## config.mk

```make
export PLATFORM = sky130hd
export DESIGN_NAME = sol_front
export DESIGN_NICKNAME = d
export VERILOG_FILES = /design/src/hdl/sol_pkg.sv /design/src/hdl/sol_front.sv
export SDC_FILE = /design/constraint.sdc
export NUM_CORES = 1
export LEC_CHECK = 0
export BUFFER_PORTS_ARGS = -buffer_cell sky130_fd_sc_hd__buf_2
export CELL_PAD_IN_SITES_DETAIL_PLACEMENT = 0
export CELL_PAD_IN_SITES_GLOBAL_PLACEMENT = 1
export CORE_AREA = 2 2 61 63
export CTS_CLUSTER_SIZE = 20
export DETAILED_ROUTE_END_ITERATION = 8
export DIE_AREA = 0 0 63 65
export PLACE_DENSITY_LB_ADDON = 0.1
export SYNTH_ARGS = -nofsm -noshare
export SYNTH_HDL_FRONTEND = slang
export SYNTH_SLANG_ARGS = --single-unit
```

## constraint.sdc

```tcl
create_clock -name clk -period 2.4 [get_ports clk]
set_input_delay 0.48 -clock clk [delete_from_list [all_inputs] [get_ports clk]]
set_output_delay 0.48 -clock clk [all_outputs]
set_load 0.05 [all_outputs]
```

## src/hdl/sol_pkg.sv

```systemverilog
// Shared types and constants for the self-organizing list core.
`timescale 1ns / 1ps

package sol_pkg;

    localparam int DEFAULT_LIST_DEPTH = 64;
    localparam int DEFAULT_KEY_WIDTH  = 16;
    localparam int COUNT_WIDTH        = 32;
    localparam int QUEUE_DEPTH        = 2;
    localparam int POLICY_WIDTH       = 2;

    typedef enum logic [POLICY_WIDTH-1:0] {
        POL_NONE      = 2'd0,
        POL_FRONT     = 2'd1,
        POL_TRANSPOSE = 2'd2,
        POL_COUNT     = 2'd3
    } policy_t;

    // Commands from the sequencer to the entry array
    typedef struct packed {
        logic clear;
        logic move;
        logic grow;
    } list_ctl_t;

endpackage

```

## src/hdl/sol_front.sv

```systemverilog
// Front end: input register queue that decouples key intake from list updates.
`timescale 1ns / 1ps

module sol_front #(
    parameter int KEY_WIDTH = sol_pkg::DEFAULT_KEY_WIDTH
) (
    input  logic                 clk,
    input  logic                 rst_n,
    input  logic                 in_valid,
    output logic                 in_ready,
    input  logic [KEY_WIDTH-1:0] in_key,
    output logic                 q_valid,
    input  logic                 q_ready,
    output logic [KEY_WIDTH-1:0] q_key
);

    localparam int PTR_W  = (sol_pkg::QUEUE_DEPTH > 1) ? $clog2(sol_pkg::QUEUE_DEPTH) : 1;
    localparam int FILL_W = $clog2(sol_pkg::QUEUE_DEPTH + 1);

    logic [KEY_WIDTH-1:0] slot_mem [sol_pkg::QUEUE_DEPTH];
    logic [PTR_W-1:0]     wr_ptr_reg, wr_ptr_next;
    logic [PTR_W-1:0]     rd_ptr_reg, rd_ptr_next;
    logic [FILL_W-1:0]    fill_reg, fill_next;
    logic                 push, pop;

    assign in_ready = (fill_reg != FILL_W'(sol_pkg::QUEUE_DEPTH));
    assign q_valid  = (fill_reg != '0);
    assign q_key    = slot_mem[rd_ptr_reg];
    assign push     = in_valid && in_ready;
    assign pop      = q_valid && q_ready;

    always_comb
    begin
        wr_ptr_next = wr_ptr_reg;
        rd_ptr_next = rd_ptr_reg;
        fill_next   = fill_reg;
        if (push)
        begin
            wr_ptr_next = (wr_ptr_reg == PTR_W'(sol_pkg::QUEUE_DEPTH - 1)) ? '0
                                                                          : wr_ptr_reg + 1'b1;
        end
        if (pop)
        begin
            rd_ptr_next = (rd_ptr_reg == PTR_W'(sol_pkg::QUEUE_DEPTH - 1)) ? '0
                                                                          : rd_ptr_reg + 1'b1;
        end
        if (push && !pop)
        begin
            fill_next = fill_reg + 1'b1;
        end
        else if (pop && !push)
        begin
            fill_next = fill_reg - 1'b1;
        end
    end

    always_ff @(posedge clk or negedge rst_n)
    begin
        if (!rst_n)
        begin
            wr_ptr_reg <= '0;
            rd_ptr_reg <= '0;
            fill_reg   <= '0;
        end
        else
        begin
            wr_ptr_reg <= wr_ptr_next;
            rd_ptr_reg <= rd_ptr_next;
            fill_reg   <= fill_next;
        end
    end

    always_ff @(posedge clk)
    begin
        if (push)
        begin
            slot_mem[wr_ptr_reg] <= in_key;
        end
    end

endmodule

```

==> flow_summary.json, run 1 <==
{
  "ir_drop_uv": 512.2,
  "max_cap_violations": 0,
  "synth.avg_cell_area_um2": 20.63,
  "timing.rr.end": "slot_mem[1][3]$_DFFE_PP_",
  "antenna_cells": 0,
  "slowest_delay_ps": 360,
  "area_growth_pct": 21.59,
  "synth-seq-cells": 36,
  "postRouteWirelength_mm": 2.035,
  "crit_buf_inv": 2,
  "final_antenna_net_count": 0,
  "r2r-start": "fill_reg[0]$_DFFE_PN0P_",
  "routedWlPerCell_um": 12.41,
  "rsz0062_at_grt": "false",
  "syn_area_um2": 1403,
  "r2r_cells": 2,
  "gp_congestion": 0.6338,
  "antenna_found_initial": 0,
  "cts_buffers": 5,
  "viasPerCell": 4.384,
  "r2r_setup_slack_ps": 770,
  "worstMarginPinSlew_ps": 790.0,
  "synth_area_leaders": "edfxtp_1 (69%), mux2_4 (9.6%), dfrtp_1 (7.1%)",
  "crit_slowest_cell": "dfrtp_1",
  "worstHoldStart": "in_key[12]",
  "drive_gt1_share_pct": 54.31,
  "crit_fanout": 11,
  "grt_pass1_wl_mm": 3.367,
  "htree_levels": 2,
  "finalClockSkew_ps": 3.609,
  "io_buffers": 37,
  "powerDensity_nw_per_um2": 1371,
  "hp-class": "primary input to register",
  "crit_type": "register to primary output",
  "cts_resized": 0,
  "fp.dieArea_um2": 4095,
  "clockRootBuffer": "clkbuf_4",
  "finalSetupTns_ps": 0,
  "clk_path_buf_depth": 2,
  "cp.arrival_ps": 1470,
  "p_total_mw": 2.338,
  "io_pins": 38,
  "hold_path_depth": 1,
  "drcViolationCount": 0,
  "coreArea_um2": 3496,
  "grt_overflow": 0,
  "synth_seq_area_share_pct": 75.65,
  "nets": 136,
  "period_minus_slack_ps": 1951,
  "grt_pass1_vias": 768,
  "setup_viol": 0,
  "fp-row-count": 22,
  "path_cells": "buf_4, mux2_2, buf_2",
  "start_util_pct": 40.12,
  "hold-path-endpoint": "slot_mem[0][12]$_DFFE_PP_",
  "grt_start_max_net_pins": 17,
  "largest_register_ffs": 32,
  "vias": 719,
  "cts.clk_slew.worst_paths_ps": 100,
  "path_delay_family": "buffers and inverters",
  "cp.required_ps": 1920,
  "maxSlewViolCount": 0,
  "crit_path_end_kind": "primary output",
  "synth.distinct_cells": 16,
  "hold_viol": 0,
  "synthCells": 68,
  "dr.pass1.iters": 2,
  "synth.top_cell.area_share_pct": 68.51,
  "clock.fmax_mhz": 512.5,
  "relSlewSlack_pct": 47.33,
  "ys_warn_count": 0,
  "clock_sinks": 36,
  "p_leak_nw": 0.6908,
  "die_w_um": 63,
  "status": "finished clean",
  "drtIter0Drc": 11,
  "startpoint_type": "register",
  "min_period_over_period_pct": 81.30,
  "cts_tree": "built",
  "grtUsageTotal_pct": 11.71,
  "syn-num-nets": 89,
  "synth_area_leader_cell": "edfxtp_1",
  "die_h_um": 65,
  "clock_latency_ps": 320
}
## where the power goes
group	total, mW	internal, mW	switching (mW)
sequential	0.919	0.866	0.0527
combinational	1.14	0.371	0.766
clock	0.282	0.113	0.170
total	2.34	1.35	0.988
## worst max-delay path by stage
stage                       startpoint                   endpoint  slack [ps]  cells after the start
2_1_floorplan  fill_reg[0]$_DFFE_PN0P_   slot_mem[0][0]$_DFFE_PP_         250                      3
3_3_place_gp   fill_reg[0]$_DFFE_PN0P_  slot_mem[1][12]$_DFFE_PP_         750                      2
3_5_place_dp   fill_reg[0]$_DFFE_PN0P_  slot_mem[1][12]$_DFFE_PP_         730                      2
4_1_cts         rd_ptr_reg$_DFFE_PN0P_                   q_key[1]         400                      3
5_1_grt         rd_ptr_reg$_DFFE_PN0P_                   q_key[2]         330                      3
6_report        rd_ptr_reg$_DFFE_PN0P_                   q_key[2]         450                      3
## Yosys cell counts (all sizes together)
master	number
nand2b	1
or2	1
ha	1
nor2	2
xor2	2
and3	1
xnor2	3
mux2	16
dfrtp	4
buf	2
inv	1
edfxtp	32
nand2	2
## through the flow
stage / cell area [um2] / setup slack (ps) / hold WS (ps) / util (%) / std cells
2_1_floorplan: 1403 / 247.2 / 184.4 / - / 68
3_3_place_gp: 1647 / 752.4 / 294.7 / 47.10 / 155
3_5_place_dp: 1647 / 734.4 / 294.6 / 47.10 / 155
4_1_cts: 1705 / 402.1 / 321.4 / 48.78 / 164
5_1_grt: 1705 / 332.2 / 300.1 / 48.78 / 164
6_report: 1705 / 448.7 / 341.8 / 48.78 / 164
## worst register-to-register path, stage by stage, from the launching register on
cell,delay [ps]
dfrtp_1,410
nand2b_1,160
and3_1,690
## routing by layer
metal,vias to the layer above,share of wire (%),global-route usage (%)
li1,346,-,-
met1,341,40,12.18
met2,26,50,19.81
met3,6,8.0,5.035
met4,0,2.5,6.667
met5,-,0,0
## kinds of logic after synthesis
group,count (synthesis),share of synthesized area [%]
AND/OR/NAND/NOR,7,2.588
multiplexers,16,15.25
adder cells (fa/ha/maj),1,0.8919
XOR/XNOR,5,3.123
buffers and inverters,3,2.498
flip-flops,36,75.65
## final cells by class
type                            count  area, um2
Timing Repair Buffer               42      225.2
Fill cell                         323       1790
Tap cell                           48      60.06
Sequential cell                    36       1061
Inverter                            1      3.754
Multi-Input combinational cell     29      306.5
Clock inverter                      1      3.754
Clock buffer                        7      45.04
## layout by cell type (no fill, tap or decap)
cell           synthesis  final
or2_1                  1      1
xor2_1                 2      2
dfrtp_1                4      4
nand2_1                1      1
ha_1                   1      1
edfxtp_1              32     32
nand2_2                1      1
and3_1                 1      1
clkbuf_4               0      5
clkbuf_1               0      2
nor2_1                 2      2
mux2_2                 7      7
buf_4                  0      4
xnor2_1                3      3
clkinv_1               0      1
mux2_4                 9      9
inv_1                  1      1
dlygate4sd3_1          0      1
nand2b_1               1      1
buf_2                  0     37
## timing repair
item / in CTS / in global routing
endpoints found under the hold margin: 4 / 0
hold buffers: 1 / 0
endpoints found under the setup margin: 0 / 0
setup buffers: 0 / 0
(Power assumes the default switching activity.)
==> inputs of run 2 (changes only) <==
==> constraint.sdc (replaced) <==
create_clock -name clk -period 1.85 [get_ports clk]
set_input_delay 0.37 -clock clk [delete_from_list [all_inputs] [get_ports clk]]
set_output_delay 0.37 -clock clk [all_outputs]
set_load 0.05 [all_outputs]
==> flow_summary.json, run 2 (synthesis results as in run 1) <==
{
  "io_pins": 38,
  "post_cts_buffers": 0,
  "cts_tree": "built",
  "layout.cells.non_filler": 164,
  "clock_sinks": 36,
  "cts.clk_slew.worst_paths_ps": 100,
  "holdWs_ps": 231.4,
  "final_antenna_net_count": 0,
  "largest_register_ffs": 32,
  "fin_util_pct": 52.33,
  "postLayoutCellArea_um2": 1829,
  "antenna_found_initial": 0,
  "fp.dieArea_um2": 4095,
  "start_util_pct": 40.12,
  "cp-startpoint": "rd_ptr_reg$_DFFE_PN0P_",
  "grt_pass1_vias": 736,
  "gp_congestion": 0.6862,
  "max_cap_violations": 0,
  "cts_buffers": 5,
  "hp-class": "primary input to register",
  "coreArea_um2": 3496,
  "setup_viol": 0,
  "clockRootBuffer": "clkbuf_4",
  "clk_path_buf_depth": 2,
  "area_growth_pct": 30.42,
  "grt_overflow": 0,
  "finalClockSkew_ps": 5.308,
  "crit_type": "register to primary output",
  "antenna_cells": 0,
  "p_leak_nw": 0.7356,
  "startpoint_type": "register",
  "grt_start_max_net_pins": 17,
  "final_cell_mix": "edfxtp_1 (32), buf_2 (23), buf_6 (12)",
  "mostFrequentLayoutCell": "edfxtp_1",
  "routedWlPerCell_um": 12.37,
  "grt_pass1_wl_mm": 3.284,
  "htree_levels": 2,
  "drcViolationCount": 0,
  "drive_gt1_share_pct": 57.76,
  "die_h_um": 65,
  "placed_area_um2": 1667,
  "pre_cts_ws_ps": 319.6,
  "clock_latency_ps": 320,
  "io_buffers": 37,
  "period_minus_slack_ps": 1813,
  "status": "finished clean",
  "cp.required_ps": 1480,
  "slowest_delay_ps": 470,
  "worstHoldStart": "in_key[1]",
  "worstMarginPinSlew_ps": 487.8,
  "placed_cells": 155,
  "crit_slowest_cell": "dfrtp_2",
  "dr.pass1.iters": 4,
  "viasPerCell": 4.445,
  "crit_path_end_kind": "primary output",
  "cp.arrival_ps": 1440,
  "p_total_mw": 3.316,
  "min_period_over_period_pct": 97.99,
  "postRouteWirelength_mm": 2.028,
  "drtIter0Drc": 5,
  "rsz0062_at_grt": "true",
  "die_w_um": 63,
  "hold_viol": 0,
  "maxSlewViolCount": 0,
  "powerDensity_nw_per_um2": 1813,
  "n_fill_cell": 312,
  "grtUsageTotal_pct": 11.19,
  "ir_drop_uv": 913.2,
  "crit_fanout": 7,
  "finalSetupTns_ps": 0,
  "fp-row-count": 22,
  "place_hpwl_mm": 1.402,
  "nets": 137,
  "vias": 729,
  "path_cells": "buf_12, mux2_4, buf_2",
  "clock.fmax_mhz": 551.6,
  "setup_ws_ps": 37.15,
  "r2r-start": "fill_reg[0]$_DFFE_PN0P_",
  "relSlewSlack_pct": 67.40
}
[run 2: cell count changes in the layout (fill, tap and decap cells not counted)]
cell	delta
clkinv_2	+1
nor2_4	+1
buf_6	+12
buf_2	-14
dfrtp_2	+1
nor2_1	-1
clkbuf_1	-1
buf_4	+1
dfrtp_1	-1
clkinv_1	-1
buf_12	+1
clkbuf_16	+1
[run 2: final timing paths]
path,end,slack [ps],cells after the start
worst min register to register,fill_reg[1]$_DFFE_PN0P_,490,1
worst max-delay path,q_key[10],40,3
min in group asynchronous,fill_reg[1]$_DFFE_PN0P_,370,2
max in group asynchronous,rd_ptr_reg$_DFFE_PN0P_,1340,2
worst min-delay path,slot_mem[1][1]$_DFFE_PP_,230,1
worst max register to register,fill_reg[1]$_DFFE_PN0P_,310,7
[run 2: routing by layer]
| layer | vias up | wire (um) | global-route usage [%] |
|---|---|---|---|
| met5 | - | 0 | 0 |
| met4 | 0 | 52 | 5.833 |
| met3 | 5 | 151 | 5.382 |
| met2 | 23 | 1075 | 18.75 |
| met1 | 349 | 748 | 11.64 |
| li1 | 352 | - | - |
[run 2: power breakdown]
part	internal [mW]	switching, mW	leakage, nW
sequential	1.12	0.0916	0.343
clock	0.140	0.228	0.0281
combinational	0.714	1.02	0.365
total	1.98	1.34	0.736
[run 2: final cells by class]
class	count	area, um2	share of cell area [%]
tap	48	60.06	3.283
multi-input combinational	29	314.1	17.17
timing repair buffer	43	342.8	18.74
clock inverter	1	5.005	0.2736
clock buffer	6	41.29	2.257
inverter	1	3.754	0.2052
sequential	36	1062	58.07
[run 2: timing repair]
item                                    CTS  global route
gates resized for setup                   1            39
hold endpoints to repair                  4             0
hold buffers                              1             0
cloned                                    0             1
endpoints found under the setup margin    1             7
[run 2: critical path, delay by kind of cell, from the launching register on]
| family | cells | cell delay, ps |
|---|---|---|
| buf+inv | 2 | 370 |
| flops | 1 | 470 |
| mux | 1 | 290 |
