### config.mk
export PLATFORM = sky130hd
export DESIGN_NAME = sol_back
export DESIGN_NICKNAME = d
export VERILOG_FILES = /design/src/hdl/sol_pkg.sv /design/src/hdl/sol_back.sv
export SDC_FILE = /design/constraint.sdc
export NUM_CORES = 1
export LEC_CHECK = 0
export BUFFER_PORTS_ARGS = -buffer_cell sky130_fd_sc_hd__buf_2
export CAP_MARGIN = 20
export CORE_MARGIN = 3
export CORE_UTILIZATION = 40
export DETAILED_ROUTE_END_ITERATION = 16
export PLACE_DENSITY = 0.69
export SYNTH_ARGS = -nofsm -noshare
export SYNTH_HDL_FRONTEND = slang
export SYNTH_SLANG_ARGS = --single-unit
### constraint.sdc
create_clock -name clk -period 2.6 [get_ports clk]
set_input_delay 0.26 -clock clk [delete_from_list [all_inputs] [get_ports clk]]
set_output_delay 0.26 -clock clk [all_outputs]
set_load 0.02 [all_outputs]
### src/hdl/sol_pkg.sv
// Shared types and constants for the self-organizing list core.
`timescale 1ns / 1ps

package sol_pkg;

    localparam int DEFAULT_LIST_DEPTH = 64;
    localparam int DEFAULT_KEY_WIDTH  = 16;
    localparam int COUNT_WIDTH        = 32;
    localparam int QUEUE_DEPTH        = 2;
    localparam int POLICY_WIDTH       = 2;

    typedef enum logic [POLICY_WIDTH-1:0] {
        POL_NONE      = 2'd0,
        POL_FRONT     = 2'd1,
        POL_TRANSPOSE = 2'd2,
        POL_COUNT     = 2'd3
    } policy_t;

    // Commands from the sequencer to the entry array
    typedef struct packed {
        logic clear;
        logic move;
        logic grow;
    } list_ctl_t;

endpackage

### src/hdl/sol_back.sv
// Back end: sequencer that locates the key, emits the result and reorders the list.
`timescale 1ns / 1ps

module sol_back #(
    parameter int LIST_DEPTH = sol_pkg::DEFAULT_LIST_DEPTH,
    parameter int KEY_WIDTH  = sol_pkg::DEFAULT_KEY_WIDTH
) (
    input  logic                                clk,
    input  logic                                rst_n,
    input  sol_pkg::policy_t                    policy,
    input  logic                                clear,
    input  logic                                q_valid,
    output logic                                q_ready,
    input  logic [KEY_WIDTH-1:0]                q_key,
    input  logic [LIST_DEPTH-1:0]               match,
    input  logic [$clog2(LIST_DEPTH+1)-1:0]     len,
    output sol_pkg::list_ctl_t                  ctl,
    output logic [LIST_DEPTH-1:0]               sel_onehot,
    input  logic [sol_pkg::COUNT_WIDTH-1:0]     sel_count,
    output logic [$clog2(LIST_DEPTH)-1:0]       rank_idx,
    output logic [sol_pkg::COUNT_WIDTH-1:0]     rank_count,
    input  logic [LIST_DEPTH-1:0]               lower,
    output logic [$clog2(LIST_DEPTH)-1:0]       move_dst,
    output logic [$clog2(LIST_DEPTH)-1:0]       move_src,
    output logic [KEY_WIDTH-1:0]                src_key,
    output logic [sol_pkg::COUNT_WIDTH-1:0]     src_count,
    output logic                                out_valid,
    input  logic                                out_ready,
    output logic                                hit,
    output logic [$clog2(LIST_DEPTH+1)-1:0]     position,
    output logic                                dropped
);

    localparam int IDX_W = $clog2(LIST_DEPTH);
    localparam int POS_W = $clog2(LIST_DEPTH + 1);
    localparam int CW    = sol_pkg::COUNT_WIDTH;

    typedef enum logic [2:0] {
        S_IDLE,
        S_LOCATE,
        S_PREP,
        S_RANK,
        S_MOVE
    } state_t;

    state_t                state_reg, state_next;
    logic [KEY_WIDTH-1:0]  key_reg, key_next;
    logic [LIST_DEPTH-1:0] match_reg, match_next;
    logic [LIST_DEPTH-1:0] onehot_reg, onehot_next;
    logic [POS_W-1:0]      idx_reg, idx_next;
    logic                  hit_reg, hit_next;
    logic                  drop_reg, drop_next;
    logic [CW-1:0]         cnt_reg, cnt_next;
    logic [LIST_DEPTH-1:0] lower_reg, lower_next;
    logic                  out_valid_reg, out_valid_next;
    logic                  out_hit_reg, out_hit_next;
    logic [POS_W-1:0]      out_pos_reg, out_pos_next;
    logic                  out_drop_reg, out_drop_next;

    logic [LIST_DEPTH-1:0] first_hit;
    logic [IDX_W-1:0]      hit_idx;
    logic [IDX_W-1:0]      rank_dst;
    logic [CW-1:0]         base_cnt;
    logic                  out_free;

    assign q_ready    = (state_reg == S_IDLE);
    assign sel_onehot = onehot_reg;
    assign rank_idx   = idx_reg[IDX_W-1:0];
    assign rank_count = cnt_reg;
    assign move_src   = idx_reg[IDX_W-1:0];
    assign src_key    = key_reg;
    assign src_count  = cnt_reg;
    assign out_valid  = out_valid_reg;
    assign hit        = out_hit_reg;
    assign position   = out_pos_reg;
    assign dropped    = out_drop_reg;
    assign out_free   = !out_valid_reg || out_ready;

    // Keep only the earliest match, then encode it
    assign first_hit = match_reg & (~match_reg + 1'b1);

    always_comb
    begin
        hit_idx = '0;
        for (int i = 0; i < LIST_DEPTH; i++)
        begin
            if (first_hit[i])
            begin
                hit_idx = hit_idx | IDX_W'(i);
            end
        end
    end

    // Earliest entry with a smaller count, else stay put
    always_comb
    begin
        rank_dst = idx_reg[IDX_W-1:0];
        for (int i = LIST_DEPTH - 1; i >= 0; i--)
        begin
            if (lower_reg[i])
            begin
                rank_dst = IDX_W'(i);
            end
        end
    end

    always_comb
    begin
        case (policy)
            sol_pkg::POL_FRONT:
            begin
                move_dst = '0;
            end
            sol_pkg::POL_TRANSPOSE:
            begin
                move_dst = (idx_reg == '0) ? '0 : idx_reg[IDX_W-1:0] - 1'b1;
            end
            sol_pkg::POL_COUNT:
            begin
                move_dst = rank_dst;
            end
            default:
            begin
                move_dst = idx_reg[IDX_W-1:0];
            end
        endcase
    end

    assign base_cnt = hit_reg ? sel_count : '0;

    always_comb
    begin
        state_next     = state_reg;
        key_next       = key_reg;
        match_next     = match_reg;
        onehot_next    = onehot_reg;
        idx_next       = idx_reg;
        hit_next       = hit_reg;
        drop_next      = drop_reg;
        cnt_next       = cnt_reg;
        lower_next     = lower_reg;
        out_valid_next = out_valid_reg;
        out_hit_next   = out_hit_reg;
        out_pos_next   = out_pos_reg;
        out_drop_next  = out_drop_reg;
        ctl            = '{clear: clear, move: 1'b0, grow: 1'b0};

        if (out_valid_reg && out_ready)
        begin
            out_valid_next = 1'b0;
        end

        case (state_reg)
            S_IDLE:
            begin
                if (q_valid)
                begin
                    key_next   = q_key;
                    match_next = match;
                    state_next = S_LOCATE;
                end
            end
            S_LOCATE:
            begin
                hit_next    = |match_reg;
                onehot_next = first_hit;
                idx_next    = (|match_reg) ? POS_W'(hit_idx) : len;
                drop_next   = !(|match_reg) && (len == POS_W'(LIST_DEPTH));
                state_next  = S_PREP;
            end
            S_PREP:
            begin
                // Hold until the output register is free
                if (out_free)
                begin
                    out_valid_next = 1'b1;
                    out_hit_next   = hit_reg;
                    out_pos_next   = idx_reg;
                    out_drop_next  = drop_reg;
                    if ((policy == sol_pkg::POL_COUNT) && (base_cnt != {CW{1'b1}}))
                    begin
                        cnt_next = base_cnt + 1'b1;
                    end
                    else
                    begin
                        cnt_next = base_cnt;
                    end
                    if (drop_reg)
                    begin
                        state_next = S_IDLE;
                    end
                    else if (policy == sol_pkg::POL_COUNT)
                    begin
                        state_next = S_RANK;
                    end
                    else
                    begin
                        state_next = S_MOVE;
                    end
                end
            end
            S_RANK:
            begin
                lower_next = lower;
                state_next = S_MOVE;
            end
            S_MOVE:
            begin
                ctl.move   = 1'b1;
                ctl.grow   = !hit_reg;
                state_next = S_IDLE;
            end
            default:
            begin
                state_next = S_IDLE;
            end
        endcase
    end

    always_ff @(posedge clk or negedge rst_n)
    begin
        if (!rst_n)
        begin
            state_reg     <= S_IDLE;
            key_reg       <= '0;
            match_reg     <= '0;
            onehot_reg    <= '0;
            idx_reg       <= '0;
            hit_reg       <= 1'b0;
            drop_reg      <= 1'b0;
            cnt_reg       <= '0;
            lower_reg     <= '0;
            out_valid_reg <= 1'b0;
            out_hit_reg   <= 1'b0;
            out_pos_reg   <= '0;
            out_drop_reg  <= 1'b0;
        end
        else
        begin
            state_reg     <= state_next;
            key_reg       <= key_next;
            match_reg     <= match_next;
            onehot_reg    <= onehot_next;
            idx_reg       <= idx_next;
            hit_reg       <= hit_next;
            drop_reg      <= drop_next;
            cnt_reg       <= cnt_next;
            lower_reg     <= lower_next;
            out_valid_reg <= out_valid_next;
            out_hit_reg   <= out_hit_next;
            out_pos_reg   <= out_pos_next;
            out_drop_reg  <= out_drop_next;
        end
    end

endmodule
==> flow_summary_export.csv <==
group,metric,value,unit
status,status,"complete, but fails checks",
status,violations,"setup timing",
critical_path,crit_family,"compound AO/OA/AOI/OAI gates",
critical_path,start_kind,"flip-flop",
placement,hpwl,31700,um
power,p_int,12.2,mW
clock_tree,cts_tree,"done",
critical_path,crit-reg2reg-capture,"sel_onehot[39]$_DFFE_PN0P_",
sta,timing.final.ws_setup,-343,ps
sta,finClkSkew,27.0,ps
clock_tree,cts_buffers,30,
critical_path,setup.worst_path.start,"lower_reg[63]$_DFFE_PN0N_",
sta,finalHoldViolCount,0,
die,die_h,186,um
logic_synthesis,yosys_warnings,0,
logic_synthesis,ys_types,66,
clock_tree,clock_path_buffers,3,
layout,layout.nets,2075,
critical_path,r2r_slack,-150,ps
placement,port_buffers,363,
critical_path,critPathSlowestCell,"dfrtp_1",
critical_path,critPathMostFrequentCell,"o31ai_2",
critical_path,critPathMaxFanout,4,
critical_path,cp.arrival,2680,ps
global_route,grt_remaining_overflow,0,
layout,drive_above_1_share,0.404,
logic_synthesis,synth_compound_area_frac,0.104,
logic_synthesis,yosys.area_share.adder,0.00193,
layout,layoutNonFillerInstCount,2310,
power,swShare,0.394,
clock_tree,cts.sinks,262,
routing,viasPerCell,5.33,
critical_path,end_kind,"output port",
power,p_clk_frac,0.239,
global_route,grtUsageMet1,0.314,
clock_tree,root_buffer,"clkbuf_16",
routing,first_pass_iters,5,
global_route,grt_use_met3,0.0461,
critical_path,crit_chain,"nor3_2 -> o31ai_2 -> a211oi_2 -> o31ai_2 -> a31oi_1 -> o311a_1 -> o31ai_2 -> buf_4",
die,dieArea,0.0346,sq mm
die,die_w,186,um
critical_path,endpoint,"move_dst[1]",
critical_path,worstSetupPathType,"reg -> out",
global_route,grt_pass1_vias,12406,
placement,dp_cells,2096,
clock_tree,clkLatencyLatePin,580,ps
power,p_total,20.1,mW
die,fp-row-count,65,
power,p_switching,7.92,mW
logic_synthesis,ys_async_sr_fraction,1.00,
power,power_density,1060,mW/mm^2
critical_path,crit_cells,8,
layout,syn_to_final_growth,46.3,%
placement,pre_cts_ws,-140,ps
logic_synthesis,synth_enable_flop_cells,0,
global_route,globalRouteTotalUtil,0.250,
hold_path,worstHoldPathType,"in -> reg",
sta,layout_min_cycle_time,2940,ps
sta,maxSlewHeadroom,0.505,
logic_synthesis,muxShareOfSynthArea,0.121,
routing,drtIter0Drc,539,
sta,final.period_utilization,1.13,
sta,setup_viol,19,
logic_synthesis,avgSynthCellArea,9.95,sq um
logic_synthesis,synth_seq_area_share,0.505,
sta,fin_hold_ws,26.4,ps
global_route,met2_usage,0.446,
logic_synthesis,yosys.area_share.simple,0.194,
layout,fillers,2672,
power,combPwrFrac,0.402,
die,initial_core_util,0.409,
sta,rsz0062_at_grt,"true",
logic_synthesis,synth_top_family_by_area,"simple AND/OR/NAND/NOR gates",
die,core,0.0317,sq mm
critical_path,required,2340,ps
die,ios,366,
global_route,grt.busiest_layer,"met2",
clock_tree,clk_pin_slew,60,ps
logic_synthesis,synth_xor_area_frac,0.0209,
routing,vias,12311,
global_route,grt_max_degree,118,
critical_path,rr_startpoint,"match_reg[10]$_DFFE_PN0P_",
routing,ant_nets,0,
routing,wl,44800,um
sta,max_freq,0.340,GHz
flow_run,maxCapViolations,0,
layout,post-route-util,0.598,
critical_path,cp_num_buf_inv,1,
sta,drv_slew,0,
routing,wire_per_inst,19.4,um
clock_tree,htreeDepth,1,
power,leakagePower,8.95,nW
critical_path,rr_worst_depth,7,
global_route,grt_pass1_wl,68000,um
critical_path,critical_path.max_stage_delay,420,ps
sta,worst_pin_slew,740,ps
power,ir_worst_vdd,641,uV
placement,place_congestion,0.878,
sta,fin_tns_setup,-2270,ps
logic_synthesis,synthCells,1303,
power,p_seq_frac,0.359,
logic_synthesis,syn_area,0.0130,sq mm
logic_synthesis,ys_ff_latch,262,
placement,place_area,0.0159,sq mm
global_route,grt_antenna_before_repair,1,
layout,design_area,0.0190,sq mm
logic_synthesis,ys.flop_type,"dfrtp_1",
routing,drc,0,
logic_synthesis,syn-num-nets,1495,
[tightest hold or removal path, cell delays in order]
cell	delay, ps
buf_2	110
xnor2_1	120
o31ai_1	60
[kinds of logic (layout without fill, tap and decap cells)]
| logic type | count (synthesis) | after routing |
|---|---|---|
| flip-flops | 262 | 262 |
| buffers and inverters | 132 | 736 |
| AND/OR/NAND/NOR | 523 | 523 |
| XOR/XNOR | 31 | 31 |
| adder cells (fa/ha/maj) | 2 | 2 |
| AO/OA/AOI/OAI | 214 | 214 |
| multiplexers | 139 | 139 |
| other | 0 | 1 |
[worst min-delay path by stage]
stage             startpoint                         end  slack [ps]  cells after the start
6_report       sel_count[12]  rank_count[12]$_DFFE_PN0P_          30                      3
5_1_grt        sel_count[26]  rank_count[26]$_DFFE_PN0P_          20                      3
4_1_cts        sel_count[25]  rank_count[25]$_DFFE_PN0P_           4                      3
3_5_place_dp           rst_n    match_reg[1]$_DFFE_PN0P_         250                      1
3_3_place_gp           rst_n   sel_onehot[0]$_DFFE_PN0P_         240                      1
2_1_floorplan          rst_n        drop_reg$_DFFE_PN0P_         -40                      0
[layout make-up]
type                            count  area (sq um)  share of cell area
Clock buffer                       39           855              0.0450
Sequential cell                   262          6560               0.346
Tap cell                          402           503              0.0265
Inverter                           36           138             0.00725
Clock inverter                     17           279              0.0147
Timing Repair Buffer              644          4480               0.236
Antenna cell                        1          2.50            0.000132
Multi-Input combinational cell    909          6160               0.325
[per-layer routing]
metal  part of all wire  wire length [um]
met5                  0                 0
met4              0.027              1190
met3              0.066              2980
met2               0.50             22400
met1               0.41             18200
[synthesized netlist by cell type (all sizes together), types with 2 or more instances]
library cell  number  area, sq um
a2111oi            4         35.0
a211oi             5         37.5
a21boi             2         15.0
a21oi             28          140
a22o               3         26.3
a311oi             2         17.5
a31oi              6         37.5
and2               8         50.1
and3              11         68.8
and3b              2         17.5
buf               49          379
clkbuf            47          176
dfrtp            262         6560
ha                 2         25.0
inv               36          135
mux2             138         1550
nand2            215          820
nand2b            12         75.1
nand3             51          255
nand3b             9         67.6
nand4             14         87.6
nand4b             3         26.3
nor2              78          293
nor2b             10         62.6
nor3              48          250
nor3b              2         15.0
nor4              29          196
nor4b              3         26.3
o211ai             8         65.1
o21a               3         22.5
o21ai             96          480
o21bai             3         22.5
o22a               2         17.5
o22ai              3         18.8
o311a              4         40.0
o311ai             3         26.3
o31a               2         17.5
o31ai             23          173
o41ai              8         70.1
or2                4         25.0
or3                9         56.3
or4               12         97.6
xnor2             20          175
xor2              11         96.3
[cell usage in the layout, fill, tap and decap left out, types with 9 or more instances in the layout]
cell and instances:
mux2_2 138, nor3_1 37, nand3b_1 9, o21ai_0 80, buf_12 10, buf_4 116
o31ai_1 16, nor4_1 23, nand4_1 14, nand3_1 46, a21oi_1 25, nand2_1 211
buf_2 359, nor2_1 74, dfrtp_1 261, xor2_1 11, nand2b_1 11, buf_6 9
inv_1 34, and3_1 10, o21ai_1 10, nor2b_1 9, clkbuf_16 30, xnor2_1 20
dlygate4sd3_1 148
[power by group through the flow]
stage	registers [mW]	clock network, mW	logic, mW
final	7.21	4.81	8.09
after global routing	7.44	5.06	8.82
after CTS	7.13	4.89	7.97
after detailed placement	7.16	0	7.59
after global placement	7.09	0	7.49
after floorplan	7.44	0	4.48
[repair_timing]
action | 4_1_cts | 5_1_grt
hold endpoints to repair | 208 | 0
setup buffers | 7 | 3
endpoints found under the setup margin | 17 | 38
gates resized for setup | 52 | 56
pin swaps | 10 | 22
hold buffers | 148 | 0
No activity file was read; power rests on OpenSTA's default activity.
